$ cat src/hdl/fbfl_ram.sv
// Generic simple dual-port RAM: one write port, one registered read port.
`timescale 1ns / 1ps
module fbfl_ram #(
  parameter int WIDTH = 8,
  parameter int DEPTH = 256
) (
  input  logic                     clk,
  input  logic                     we,
  input  logic [$clog2(DEPTH)-1:0] waddr,
  input  logic [WIDTH-1:0]         wdata,
  input  logic                     re,
  input  logic [$clog2(DEPTH)-1:0] raddr,
  output logic [WIDTH-1:0]         rdata
);

  logic [WIDTH-1:0] mem [DEPTH];

  // Write port
  always_ff @(posedge clk) begin
    if (we) begin
      mem[waddr] <= wdata;
    end
  end

  // Registered read port
  always_ff @(posedge clk) begin
    if (re) begin
      rdata <= mem[raddr];
    end
  end

endmodule

$ cat config.mk
export PLATFORM = sky130hd
export DESIGN_NAME = fbfl_ram
export DESIGN_NICKNAME = d
export VERILOG_FILES = /design/src/hdl/fbfl_ram.sv
export SDC_FILE = /design/constraint.sdc
export NUM_CORES = 2
export LEC_CHECK = 0
export BUFFER_PORTS_ARGS = -buffer_cell sky130_fd_sc_hd__buf_2
export CAP_MARGIN = 20
export CORE_UTILIZATION = 57
export CTS_CLUSTER_DIAMETER = 50
export DETAILED_ROUTE_END_ITERATION = 10
export PLACE_DENSITY = 0.76
export SLEW_MARGIN = 20
export SYNTH_ARGS = -nofsm -noshare
export SYNTH_HDL_FRONTEND = slang
export SYNTH_SLANG_ARGS = --single-unit
$ cat constraint.sdc
create_clock -name clk -period 2.1 [get_ports clk]
set_input_delay 0 -clock clk [delete_from_list [all_inputs] [get_ports clk]]
set_output_delay 0 -clock clk [all_outputs]
set_load 0.005 [all_outputs]
# == Word level (Yosys, flattened, before mapping) ==
# Memories as Yosys holds them, arrays and structs flattened. A register that Yosys moved wholly into a read port is not among the register bits.
# Cells that the tools add are included.
# classes
n_mux,2
# op_table
operator,count
1-bit 2-to-1 mux,2
# totals
ff_bits,0
ramBits,2048
out_inout_bits,8
n_memories,1
# memory_table
name,depth,width,rd,rd_ports_with_merged_regs,write_ports,line,text
mem,256,8,1,1,1,16,logic [WIDTH-1:0] mem [DEPTH];

# == Longest topological paths before layout ==
# depth
ltp_word,2
depth_mapped,11
mapped_depth_nobuf,6

# == Worst setup path before layout ==
# No wires, ideal clock.
# synth_timing
path_type,input to register
from,input raddr[0]
to,"register rdata[2], read port of mem (data pin)"
setup_ns,0.269
t_arrival_ns,1.807
required_time_ns,1.831
path_slack_ns,0.024
cell_stages,9
path_buffers,4
cell_sequence,buf_6 > buf_12 > buf_8 > buf_2 > mux4_2 > a22oi_1 > a21oi_1 > nor4_1 > nor4_2
# synth_lines
element,line,text
"start, declared",12,"input logic [$clog2(DEPTH)-1:0] raddr,"
"end, declared",13,output logic [WIDTH-1:0] rdata

==> results.yml <==
place:
  place_congestion: 0.925
  place_hpwl_um: 127000
  numPlacedInstances: 6087
  portBuffers: 34
layout:
  multi_input_area_um2: 16900
  drive_gt1_share_pct: 33.0
  fill_cells: 8175
  layout_commonest_cell: "edfxtp_1"
  seqCellArea_um2: 61700
  final_cells: 6464
  synthToLayoutAreaGrowth_pct: 18.0
  final_cell_mix: "edfxtp_1 (2056), buf_4 (596), mux4_2 (455), nor2_1 (275), clkbuf_16 (198)"
  fin_nets: 4465
routing:
  drc_errors: 0
  via_count: 42400
  drtPass1Iterations: 6
  antenna_left: 0
  first_iter_violations: 6389
  wl_um: 202000
  via_per_inst: 6.56
  post_drt_wl_per_cell_um: 31.3
hold_path:
  worstHoldStart: "waddr[1]"
  hold_class: "in -> reg"
logic_synthesis:
  synth_seq_area_share_pct: 77.5
  ys_ff_latch: 2056
  avgSynthCellArea_um2: 21.3
  ys_types: 54
  async_reset_ff_share_pct: 0
  synth_edf_count: 2056
  synthesis.area_um2: 79600
  synth_top_area_cell: "edfxtp_1"
  netlist_instances: 3733
  yosys_most_used_dff: "edfxtp_1"
  ys_warn_count: 0
  synthTopCellsByArea: "edfxtp_1 (78%), mux4_2 (13%), mux2i_1 (1.7%)"
  synthDominantCellAreaShare_pct: 77.5
  syn-num-nets: 3760
clocking:
  path_clk_slew_ns: 0.06
  cts_setup_buffers: 0
  cts-buffers-inserted: 196
  cts.sinks: 2056
  cts_root_buf: "clkbuf_16"
  cts_tree: "built"
  clockBufferDepth: 3
  cts.htree.levels: 4
  clock_latency_ns: 0.84
global_routing:
  overflow: 0
  grt_pass1_wl_um: 293000
  first_global_vias: 43200
  track_usage_pct: 29.1
  antenna_found_initial: 8
  grt_max_degree: 92
die:
  start_util_pct: 57.7
  die_x_um: 376
  core_region_area_um2: 138000
  io_pins: 35
  die_height_um: 376
  die-area_um2: 141000
  rows: 136
worst_setup_path:
  startpoint: "mem[143][7]$_DFFE_PP_"
  path_class: "reg -> reg"
  critical_path_arrival_ns: 2.94
  worstPathRequired_ns: 2.68
  cp_max_fo: 1
  critPathCaptureType: "flip-flop"
  setup.worst_path.start_class: "flip-flop"
  r2r-start: "mem[143][7]$_DFFE_PP_"
timing:
  finalSetupViolCount: 8
  grt_setup_unrepaired: "true"
  fmax_mhz: 424
  tns_ns: -1.79
  fin_crit_sh_pct: 112
  slew_headroom_pct: 31.6
  finClkSkew_ns: 0.0502
  whs_ns: 0.0679
  worst_pin_slew_ns: 1.03
  setup_slack_ns: -0.261
  fin_crit_ns: 2.36
  maxSlewViolCount: 0
  hold_viol_final: 0
power:
  peakVddDrop_mv: 0.875
  finalPower_w: 0.0847
  power_leakage_nw: 30.5
  power_density_nw_per_um2: 901
status:
  violations: "negative setup slack"
  status: "finished, violations left"
job:
  maxCapViolations: 0
[area by class of cell]
type / count / area share [%]
flip-flops and latches: 2056 / 65.7
multi-input cells: 1442 / 18.0
repair buffers: 740 / 7.17
clock buffers: 241 / 5.44
well taps: 1863 / 2.48
clock inverters: 115 / 1.20
diodes: 5 / 0.0133
inverters: 2 / 0.00799
[stage by stage]
stage	utilization [%]	setup slack, ns	cell area (µm²)
2_1_floorplan	-	0.0239	79600
3_3_place_gp	63.1	-1.11	87100
3_5_place_dp	63.1	-1.11	87100
4_1_cts	68.0	-0.270	93800
5_1_grt	68.1	-0.303	94000
6_report	68.1	-0.261	94000
[sequential cells by signal, indices dropped and copies added, names as in the netlist]
name and count:
mem 2048, rdata 8
[synth_stat cells (4+ instances only)]
library cell / n
or2_2: 4
nand4_1: 10
buf_6: 21
mux2i_1: 134
a211oi_1: 16
nor2b_1: 31
nor3_1: 22
and2_1: 6
o22a_1: 5
buf_1: 22
nor2_1: 282
nand2_1: 33
a22o_1: 8
edfxtp_1: 2056
o21ai_0: 10
nand3_1: 34
o211ai_1: 10
buf_2: 31
a221oi_1: 13
o22ai_1: 28
o32ai_1: 4
mux4_2: 454
buf_4: 27
o221ai_1: 46
buf_8: 13
nand2b_1: 8
a22oi_1: 133
nor4_1: 24
buf_12: 8
clkbuf_1: 111
a21oi_1: 96
[report_power, final]
| part | switching, W | total [W] | internal (W) |
|---|---|---|---|
| Sequential | 0.0000666 | 0.0453 | 0.0452 |
| Clock | 0.0150 | 0.0345 | 0.0195 |
| Combinational | 0.00289 | 0.00489 | 0.00200 |
[critical path, stage by stage (launching register included)]
cell       delay, ns
edfxtp_1        0.38
mux4_2          0.54
mux4_2          0.51
nor2_2          0.12
a2111oi_2       0.08
nor3_4          0.38
nor4_2          0.07
[layer usage]
metal  routed length [µm]  global-route usage [%]  part of all wire (%)
met1                72300                    39.4                    36
met2                97900                    46.3                    48
met3                23700                    6.61                    12
met4                 8050                    11.7                   4.0
met5                   38                       0                 0.019
[kinds of logic (layout without fill, tap and decap cells)]
| logic type | count (synthesis) | after routing | synth area share (%) |
|---|---|---|---|
| muxes | 591 | 591 | 14.6 |
| DFF | 2056 | 2056 | 77.5 |
| buffers and inverters | 235 | 1098 | 1.83 |
| and+or+nand+nor | 466 | 466 | 2.63 |
| AOI/OAI and AO/OA | 385 | 385 | 3.42 |
| other | 0 | 5 | 0 |
[final timing paths]
check,end,depth (start not counted),slack [ns]
min reg2reg,rdata[6]$_DFFE_PP_,5,1.26
min,mem[167][7]$_DFFE_PP_,5,0.07
max reg2reg,rdata[7]$_DFFE_PP_,6,-0.26
max,rdata[7]$_DFFE_PP_,6,-0.26
[repair_timing]
item / 4_1_cts / 5_1_grt
hold endpoints to repair: 1365 / 0
resized for setup: 50 / 31
hold buffers: 18 / 0
setup endpoints to repair: 8 / 8
pin swaps: 32 / 14
Note: power is estimated with default switching activity, not from simulation.
